===== src/rtl/mi3_pkg.sv =====
// Package for the 3x3 matrix inverse core.
// Holds default widths and the cofactor operand index tables. No dependencies.
`default_nettype none
package mi3_pkg;

    localparam int DATA_WIDTH_DEF = 32;
    localparam int FRAC_BITS_DEF  = 16;
    localparam int N_ELEM         = 9;

    // Pipeline depth of the cofactor / determinant front end.
    localparam int FRONT_STAGES = 5;

    // Cofactor k (row-major) = m[CF_A]*m[CF_B] - m[CF_C]*m[CF_D],
    // element index = row*3 + col.
    localparam int CF_A [N_ELEM] = '{4, 2, 1, 5, 0, 3, 3, 6, 0};
    localparam int CF_B [N_ELEM] = '{8, 7, 5, 6, 8, 2, 7, 1, 4};
    localparam int CF_C [N_ELEM] = '{7, 1, 2, 3, 2, 0, 6, 0, 3};
    localparam int CF_D [N_ELEM] = '{5, 8, 4, 8, 6, 5, 4, 7, 1};

    // Determinant expands along row 0 against cofactors 00, 10, 20.
    localparam int DET_COF [3] = '{0, 3, 6};

endpackage
`default_nettype wire


===== src/rtl/mi3_merge.sv =====
// Merge stage: collects the nine lane results into the output register and
// folds the per-lane flags. Depends on mi3_pkg.
`default_nettype none
module mi3_merge
    import mi3_pkg::*;
#(
    parameter int DATA_WIDTH = DATA_WIDTH_DEF
) (
    input  wire logic                  i_clk,
    input  wire logic                  i_en,
    input  wire logic [DATA_WIDTH-1:0] i_quot [N_ELEM],
    input  wire logic                  i_sat  [N_ELEM],
    input  wire logic                  i_zero,
    output logic [DATA_WIDTH-1:0]      o_inv  [N_ELEM],
    output logic                       o_singular,
    output logic                       o_saturated
);
    logic w_any_sat;

    always_comb begin
        w_any_sat = 1'b0;
        for (int i = 0; i < N_ELEM; i++) begin
            w_any_sat = w_any_sat | i_sat[i];
        end
    end

    always_ff @(posedge i_clk) begin
        if (i_en) begin
            o_inv       <= i_quot;
            o_singular  <= i_zero;
            o_saturated <= w_any_sat & ~i_zero;
        end
    end

endmodule
`default_nettype wire


===== config.mk =====
export PLATFORM = sky130hd
export DESIGN_NAME = mi3_merge
export DESIGN_NICKNAME = d
export VERILOG_FILES = /design/src/rtl/mi3_pkg.sv /design/src/rtl/mi3_merge.sv
export SDC_FILE = /design/constraint.sdc
export NUM_CORES = 1
export LEC_CHECK = 0
export BUFFER_PORTS_ARGS = -buffer_cell sky130_fd_sc_hd__buf_2
export CAP_MARGIN = 40
export CORE_AREA = 8 8 222 224
export CTS_CLUSTER_DIAMETER = 150
export DETAILED_ROUTE_END_ITERATION = 6
export DIE_AREA = 0 0 230 232
export SYNTH_ARGS = -nofsm -noshare
export SYNTH_HDL_FRONTEND = slang
export SYNTH_SLANG_ARGS = --single-unit

===== constraint.sdc =====
create_clock -name i_clk -period 0.8 [get_ports i_clk]
set_input_delay 0.04 -clock i_clk [delete_from_list [all_inputs] [get_ports i_clk]]
set_output_delay 0.04 -clock i_clk [all_outputs]
set_load 0.05 [all_outputs]

* Yosys cells after proc, flatten, opt, wreduce, memory -nomap -nowiden
Cells that the tools add are included.
Storage, ports and cells: memories kept 0, flip-flop bits (word level) 290, bits in writable memories 0, latch bits 0, bits in read-only memories 0
Cells by class: divide/modulo/power cells 0, multipliers 0, $lt $le $gt $ge 0, bitwise logic cells 10, shift-type cells 0, eq/ne operators 0, $add $sub $neg 0, reductions and logical operators 0, muxes and demuxes 0
Operators with widths (count):
- $or 1x1->1 | 8
- $and 1x1->1 | 1
- $not 1->1 | 1

* Logic depth before layout (Yosys ltp)
Gate-level depths: netlist of run 1.
word-level depth 9, mapped depth 2, gate-level depth less buffers 2

* Worst setup path after synthesis of run 1
OpenSTA, ideal clock, no wires.
kind input to register, from in i_sat[0] in the netlist's numbering, to reg o_saturated (data pin), stages on the path 2, data required time 0.533 ns, arrival time 0.382 ns, slack 0.151 ns, cell sequence nor4_1 > a31oi_1
On the way: longest elaborated chain between the ends 2
RTL lines:
- from (decl) | line mi3_merge.sv:12 | input wire logic i_sat [N_ELEM],
- $or 1x1->1 | line mi3_merge.sv:23 | w_any_sat = w_any_sat | i_sat[i];
- $and 1x1->1 | line mi3_merge.sv:31 | o_saturated <= w_any_sat & ~i_zero;
- to (signal assigned) | line mi3_merge.sv:31
- to (decl) | line mi3_merge.sv:16 | output logic o_saturated
No other way between the ends. A chain may end at the register's enable or synchronous reset.

* Worst setup path after layout of run 1
from reg o_inv[97] in the netlist's numbering, to out o_inv[97] in the netlist's numbering
RTL lines:
- from (decl) | line mi3_merge.sv:14 | output logic [DATA_WIDTH-1:0] o_inv [N_ELEM],
- from (signal assigned) | line mi3_merge.sv:29 | o_inv <= i_quot;
No word-level cell between the ends.

==> impl_metrics.xml, run 1 <==
<?xml version="1.0" encoding="UTF-8"?>
<metrics>
  <group name="layout">
    <metric name="fillerInstances" unit="">3958</metric>
    <metric name="syn_to_final_growth" unit="%">113</metric>
    <metric name="antennaDiodeCount" unit="">0</metric>
    <metric name="final_nets" unit="">1547</metric>
    <metric name="final_util" unit="">0.405</metric>
    <metric name="post_route_cells_drive_above_1_share" unit="">0.525</metric>
    <metric name="area_occupied_by_multi_input_gates" unit="um2">21.3</metric>
    <metric name="post_layout_nonfiller_instances" unit="">1875</metric>
    <metric name="seq_area" unit="um2">8710</metric>
  </group>
  <group name="route">
    <metric name="final_antenna_net_count" unit="">0</metric>
    <metric name="drt_first_pass_iters" unit="">6</metric>
    <metric name="drcViolationCount" unit="">0</metric>
    <metric name="finalWirelength" unit="um">36200</metric>
    <metric name="drt-vias-per-instance" unit="">3.66</metric>
    <metric name="routed-via-count" unit="">6861</metric>
    <metric name="first_iter_violations" unit="">176</metric>
    <metric name="wl_per_cell" unit="um">19.3</metric>
  </group>
  <group name="grt">
    <metric name="first_global_vias" unit="">8106</metric>
    <metric name="globalRouteOverflowTotal" unit="">0</metric>
    <metric name="gr-usage-all-layers" unit="">0.128</metric>
    <metric name="grt_pass1_wl" unit="um">52500</metric>
    <metric name="number_of_antenna_violations_at_the_first_check_in_global_routing" unit="">0</metric>
    <metric name="grt_max_degree" unit="">33</metric>
  </group>
  <group name="logic_synthesis">
    <metric name="post-synth-top-area-cell" unit="">edfxtp_1</metric>
    <metric name="synthDominantCellAreaShare" unit="">0.998</metric>
    <metric name="synth.distinct_cells" unit="">5</metric>
    <metric name="ys_dominant_reg_cell" unit="">edfxtp_1</metric>
    <metric name="synthesis.area_per_instance" unit="um2">29.7</metric>
    <metric name="synthCells" unit="">294</metric>
    <metric name="synth-warning-count" unit="">0</metric>
    <metric name="ys_ff_latch" unit="">290</metric>
    <metric name="synth_edf_count" unit="">290</metric>
    <metric name="synthesis.area" unit="um2">8730</metric>
    <metric name="synth_nets" unit="">594</metric>
    <metric name="yosys-top-cells-area" unit="">edfxtp_1 100%, a31oi_1 0.072%, nor4_1 0.072%</metric>
    <metric name="async_flop_share" unit="">0</metric>
    <metric name="synth.most_common_cell" unit="">edfxtp_1</metric>
    <metric name="synth_top_cells_by_count" unit="">290 x edfxtp_1, 1 x a31oi_1, 1 x nor2_1, 1 x nor3_1, 1 x nor4_1</metric>
    <metric name="synth_sequential_area_ratio" unit="">0.998</metric>
  </group>
  <group name="worst_hold_path">
    <metric name="worstHoldPathCells" unit="">3</metric>
    <metric name="whs_endpoint" unit="">o_inv[264]$_DFFE_PP_</metric>
    <metric name="worstHoldStart" unit="">i_en</metric>
    <metric name="worst_hold_path_type" unit="">in -&gt; reg</metric>
  </group>
  <group name="status">
    <metric name="status" unit="">finished with violations</metric>
    <metric name="failed_checks" unit="">setup timing</metric>
  </group>
  <group name="flow_run">
    <metric name="max_cap_viol" unit="">0</metric>
  </group>
  <group name="cts">
    <metric name="cts.sinks" unit="">290</metric>
    <metric name="tritoncts.num_buffers" unit="">29</metric>
    <metric name="cts.clk_slew.worst_paths" unit="ns">0.06</metric>
    <metric name="cts-root-buf" unit="">clkbuf_16</metric>
    <metric name="max-clock-path-buffers" unit="">3</metric>
    <metric name="htree_levels" unit="">1</metric>
    <metric name="tritoncts" unit="">yes</metric>
    <metric name="cts_setup_buffers" unit="">0</metric>
  </group>
  <group name="critical_path">
    <metric name="cp.buffers_inverters" unit="">1</metric>
    <metric name="crit_slowest_cell" unit="">edfxtp_1</metric>
    <metric name="cp_cell_sequence" unit="">buf_6</metric>
    <metric name="critPathCaptureType" unit="">output port</metric>
    <metric name="worstPathArrival" unit="ns">1.19</metric>
    <metric name="worst_path_dominant_cell_family" unit="">flip-flops</metric>
    <metric name="worst_path_largest_cell_delay" unit="ns">0.45</metric>
    <metric name="critical_path_class" unit="">reg -&gt; out</metric>
    <metric name="required_time_of_the_critical_path" unit="ns">0.76</metric>
    <metric name="critical_path_peak_fanout" unit="">1</metric>
    <metric name="cp-start-kind" unit="">flip-flop</metric>
  </group>
  <group name="die">
    <metric name="floorplan.die.width" unit="um">230</metric>
    <metric name="die_height" unit="um">232</metric>
    <metric name="io_pins" unit="">590</metric>
    <metric name="starting_density_of_the_core" unit="">0.190</metric>
    <metric name="core" unit="um2">45900</metric>
    <metric name="rows" unit="">79</metric>
    <metric name="die_area" unit="um2">53400</metric>
  </group>
  <group name="place">
    <metric name="globalplace.congestion" unit="">0.797</metric>
    <metric name="place.port_buffers" unit="">589</metric>
    <metric name="hpwlAfterDp" unit="um">25100</metric>
    <metric name="dp.cells" unit="">1527</metric>
  </group>
  <group name="sta">
    <metric name="unrepaired_setup_endpoints_after_global_routing" unit="">yes</metric>
    <metric name="slew_headroom" unit="">0.763</metric>
    <metric name="setup_tns" unit="ns">-99.43</metric>
    <metric name="timing.final.crit_share" unit="">1.53</metric>
    <metric name="fin_crit" unit="ns">1.23</metric>
    <metric name="setup_slack" unit="ns">-0.428</metric>
    <metric name="finalHoldViolations" unit="">0</metric>
    <metric name="tightestPinTransition" unit="ns">0.354</metric>
    <metric name="max_clock_freq" unit="MHz">814</metric>
    <metric name="maxSlewViolCount" unit="">0</metric>
    <metric name="setup_violations" unit="">294</metric>
  </group>
  <group name="power">
    <metric name="overall_power" unit="W">0.0421</metric>
    <metric name="vdd_ir_drop_max" unit="uV">2000</metric>
    <metric name="power.density" unit="nW/um2">2260</metric>
    <metric name="total_leakage_power" unit="nW">7.72</metric>
  </group>
</metrics>
-- layer usage --
metal / vias up / part of all wire / track usage / wire length, um
met5: - / 0 / 0 / 0
met4: 0 / 0.018 / 0.0295 / 641
met3: 43 / 0.11 / 0.0574 / 4160
met2: 413 / 0.50 / 0.229 / 18200
met1: 3291 / 0.36 / 0.138 / 13200
li1: 3114 / - / - / -
-- tightest hold or removal path, cell delays in order --
cell    delay (ns)
buf_8         0.08
buf_12        0.16
buf_4         0.16
-- power by group --
| group | total (W) | leakage (nW) | switching [W] | internal, W |
|---|---|---|---|---|
| combinational | 0.00948 | 4.40 | 0.00569 | 0.00379 |
| sequential | 0.0187 | 2.84 | 0.000633 | 0.0181 |
| clock | 0.0138 | 0.480 | 0.00537 | 0.00848 |
| total | 0.0421 | 7.72 | 0.0117 | 0.0304 |
-- flip-flops by register name (all words and copies together), names as in the netlist --
signal and count:
o_inv 288, o_saturated 1, o_singular 1
-- layout make-up --
| class | instances | area share |
|---|---|---|
| multi-input combinational | 4 | 0.00114 |
| clock buffer | 31 | 0.0394 |
| timing repair buffer | 922 | 0.437 |
| tap | 607 | 0.0408 |
| sequential | 290 | 0.468 |
| clock inverter | 21 | 0.0131 |
-- stage by stage --
step                hold WS (ns)  setup slack [ns]  cell area (um2)
CTS                     -0.00388            -0.472            18600
global placement           0.217            -0.133            12900
floorplan                  0.139             0.151             8730
global route              0.0181            -0.476            18600
detailed placement         0.218           -0.0806            12900
finish                    0.0336            -0.428            18600
-- cells in the final DEF (no fill, tap or decap) --
master         Yosys  layout
buf_2              0     298
dlygate4sd3_1      0     296
edfxtp_1         290     290
buf_6              0     285
buf_4              0      31
clkbuf_16          0      29
buf_12             0      11
clkinv_1           0      10
bufinv_16          0       6
clkinv_2           0       5
clkbuf_1           0       2
nor2_1             1       1
nor4_1             1       1
nor3_1             1       1
a31oi_1            1       1
buf_8              0       1
-- repair_timing --
| action | in CTS | in global routing |
|---|---|---|
| hold buffers | 296 | 1 |
| setup endpoints to repair | 290 | 293 |
| resized for setup | 570 | 0 |
| hold endpoints to repair | 296 | 3 |
-- how the worst max path moves through the flow --
| stage | from | endpoint | slack, ns | depth (start not counted) |
|---|---|---|---|---|
| after floorplan | i_sat[0] | o_saturated$_DFFE_PP_ | 0.15 | 2 |
| after global placement | i_sat[0] | o_saturated$_DFFE_PP_ | -0.13 | 4 |
| after detailed placement | i_sat[0] | o_saturated$_DFFE_PP_ | -0.08 | 4 |
| after CTS | o_inv[218]$_DFFE_PP_ | o_inv[218] | -0.47 | 1 |
| after global routing | o_inv[97]$_DFFE_PP_ | o_inv[97] | -0.48 | 1 |
| final | o_inv[97]$_DFFE_PP_ | o_inv[97] | -0.43 | 1 |
-- cell families (layout without fill, tap and decap cells) --
family	after synthesis	after routing	share of synthesized area
and+or+nand+nor	3	3	0.00172
buffers and inverters	0	974	0
DFF	290	290	0.998
AOI/OAI and AO/OA	1	1	0.000717
No activity file was read; power rests on OpenSTA's default activity.
==> run 2: changes to the inputs <==
clock period = 1 ns   (was 0.8 ns; I/O delays follow)
==> run 2 against run 1 <==
  * The flow still finishes with violations (setup timing)
  * Design area shrank 0.61%
  * Routed wire length is 0.73% higher
  * Global-route usage about the same
  * Sequential share of layout area increased by 0.29 points
  * First-iteration DRC count is 25% higher
  * Critical path type unchanged
  * Critical endpoint is now o_saturated
==> impl_metrics.xml, run 2 (same netlist as run 1, synthesis figures left out) <==
<?xml version="1.0" encoding="UTF-8"?>
<metrics>
  <group name="status">
    <metric name="status" unit="">finished with violations</metric>
    <metric name="failed_checks" unit="">setup timing</metric>
  </group>
  <group name="power">
    <metric name="vdd_ir_drop_max" unit="uV">1570</metric>
    <metric name="total_leakage_power" unit="nW">7.64</metric>
    <metric name="power.density" unit="nW/um2">1800</metric>
  </group>
  <group name="layout">
    <metric name="syn_to_final_growth" unit="%">112</metric>
    <metric name="layout_common_cells" unit="">298 x dlygate4sd3_1, 298 x buf_2, 290 x edfxtp_1, 290 x buf_6, 29 x clkbuf_16</metric>
    <metric name="largestRegisters" unit="">o_inv (288), o_saturated (1), o_singular (1)</metric>
    <metric name="post_route_standard_cell_area_excluding_fillers" unit="um2">18500</metric>
    <metric name="post_route_cells_drive_above_1_share" unit="">0.521</metric>
    <metric name="register_with_the_most_flip_flops" unit="">o_inv</metric>
    <metric name="largest_reg_flops" unit="">288</metric>
    <metric name="final_nets" unit="">1541</metric>
  </group>
  <group name="grt">
    <metric name="grt_pass1_wl" unit="um">52300</metric>
    <metric name="first_global_vias" unit="">8075</metric>
    <metric name="globalRouteOverflowTotal" unit="">0</metric>
    <metric name="grt_max_degree" unit="">32</metric>
    <metric name="gr-usage-all-layers" unit="">0.128</metric>
    <metric name="number_of_antenna_violations_at_the_first_check_in_global_routing" unit="">8</metric>
  </group>
  <group name="cts">
    <metric name="cts.clk_slew.worst_paths" unit="ns">0.06</metric>
    <metric name="cts.sinks" unit="">290</metric>
    <metric name="tritoncts.num_buffers" unit="">29</metric>
    <metric name="htree_levels" unit="">1</metric>
    <metric name="max-clock-path-buffers" unit="">3</metric>
    <metric name="cts-root-buf" unit="">clkbuf_16</metric>
    <metric name="tritoncts" unit="">yes</metric>
  </group>
  <group name="sta">
    <metric name="finalHoldViolations" unit="">0</metric>
    <metric name="timing.final.crit_share" unit="">1.23</metric>
    <metric name="setup_violations" unit="">290</metric>
    <metric name="slew_headroom" unit="">0.827</metric>
    <metric name="fin_crit" unit="ns">1.23</metric>
    <metric name="unrepaired_setup_endpoints_after_global_routing" unit="">yes</metric>
    <metric name="setup_slack" unit="ns">-0.234</metric>
    <metric name="tightestPinTransition" unit="ns">0.258</metric>
    <metric name="max_clock_freq" unit="MHz">811</metric>
    <metric name="worst_case_hold_slack" unit="ns">0.0820</metric>
    <metric name="setup_tns" unit="ns">-49.29</metric>
    <metric name="maxSlewViolCount" unit="">0</metric>
  </group>
  <group name="place">
    <metric name="place.port_buffers" unit="">589</metric>
    <metric name="detailed_place.area" unit="um2">12700</metric>
    <metric name="globalplace.congestion" unit="">0.806</metric>
    <metric name="hpwlAfterDp" unit="um">25100</metric>
  </group>
  <group name="route">
    <metric name="finalWirelength" unit="um">36500</metric>
    <metric name="wl_per_cell" unit="um">19.5</metric>
    <metric name="routed-via-count" unit="">6923</metric>
    <metric name="drcViolationCount" unit="">0</metric>
    <metric name="first_iter_violations" unit="">220</metric>
    <metric name="drt-vias-per-instance" unit="">3.70</metric>
    <metric name="final_antenna_net_count" unit="">0</metric>
    <metric name="drt_first_pass_iters" unit="">4</metric>
  </group>
  <group name="critical_path">
    <metric name="cp_cell_sequence" unit="">buf_6</metric>
    <metric name="worst_path_dominant_cell_family" unit="">flip-flops</metric>
    <metric name="critical_path_class" unit="">reg -&gt; out</metric>
    <metric name="critPathCaptureType" unit="">output port</metric>
    <metric name="required_time_of_the_critical_path" unit="ns">0.95</metric>
    <metric name="cp.buffers_inverters" unit="">1</metric>
    <metric name="critical_path_peak_fanout" unit="">1</metric>
    <metric name="crit_slowest_cell" unit="">edfxtp_1</metric>
    <metric name="worst_path_largest_cell_delay" unit="ns">0.43</metric>
    <metric name="worstPathArrival" unit="ns">1.18</metric>
    <metric name="cp-start-kind" unit="">flip-flop</metric>
  </group>
  <group name="die">
    <metric name="core" unit="um2">45900</metric>
    <metric name="rows" unit="">79</metric>
    <metric name="starting_density_of_the_core" unit="">0.190</metric>
    <metric name="io_pins" unit="">590</metric>
    <metric name="floorplan.die.width" unit="um">230</metric>
    <metric name="die_area" unit="um2">53400</metric>
    <metric name="die_height" unit="um">232</metric>
  </group>
  <group name="flow_run">
    <metric name="max_cap_viol" unit="">0</metric>
  </group>
  <group name="worst_hold_path">
    <metric name="worst_hold_path_type" unit="">in -&gt; reg</metric>
  </group>
</metrics>
==> run 2: worst paths after layout <==
path,endpoint,start,cells past startpoint
min,o_saturated$_DFFE_PP_,i_sat[6],4
max,o_saturated,o_saturated$_DFFE_PP_,1
==> run 2: final cells by class <==
cell class	instances	area [um2]
sequential	290	8710
multi-input combinational	4	21.3
clock buffer	34	744
fill	3960	27400
antenna	3	7.51
tap	607	759
timing repair buffer	916	8050
clock inverter	18	194
==> run 2: per-stage QoR <==
stage / power (W) / setup slack, ns / util / cells
global placement: 0.0204 / 0.0504 / 0.278 / 1519
global route: 0.0344 / -0.296 / 0.403 / 1871
detailed placement: 0.0204 / 0.0949 / 0.278 / 1519
floorplan: 0.0184 / 0.341 / - / 294
CTS: 0.0335 / -0.330 / 0.403 / 1869
finish: 0.0332 / -0.234 / 0.403 / 1872
==> run 2: layer usage <==
metal / vias up / GRT usage / wire length (um)
met3: 66 / 0.0579 / 4190
met4: 4 / 0.0350 / 884
li1: 3110 / - / -
met5: - / 0 / 24
met2: 462 / 0.223 / 17900
met1: 3281 / 0.140 / 13500
==> run 2: worst min-delay path, delay by kind of cell <==
family / cells / cell delay, ns
AOI/OAI and AO/OA: 1 / 0.18
buffers and inverters: 2 / 0.24
and+or+nand+nor: 1 / 0.05
==> run 2: report_power, final <==
group	total, W	switching (W)	internal [W]
clock	0.0107	0.00441	0.00632
combinational	0.00752	0.00453	0.00299
sequential	0.0150	0.000508	0.0145
total	0.0332	0.00945	0.0238
==> run 2: timing repair <==
item,CTS,global route
setup buffers,0,0
setup endpoints to repair,290,290
gates cloned,0,0
hold buffers,298,0
endpoints found under the hold margin,300,0
gates resized for setup,580,0
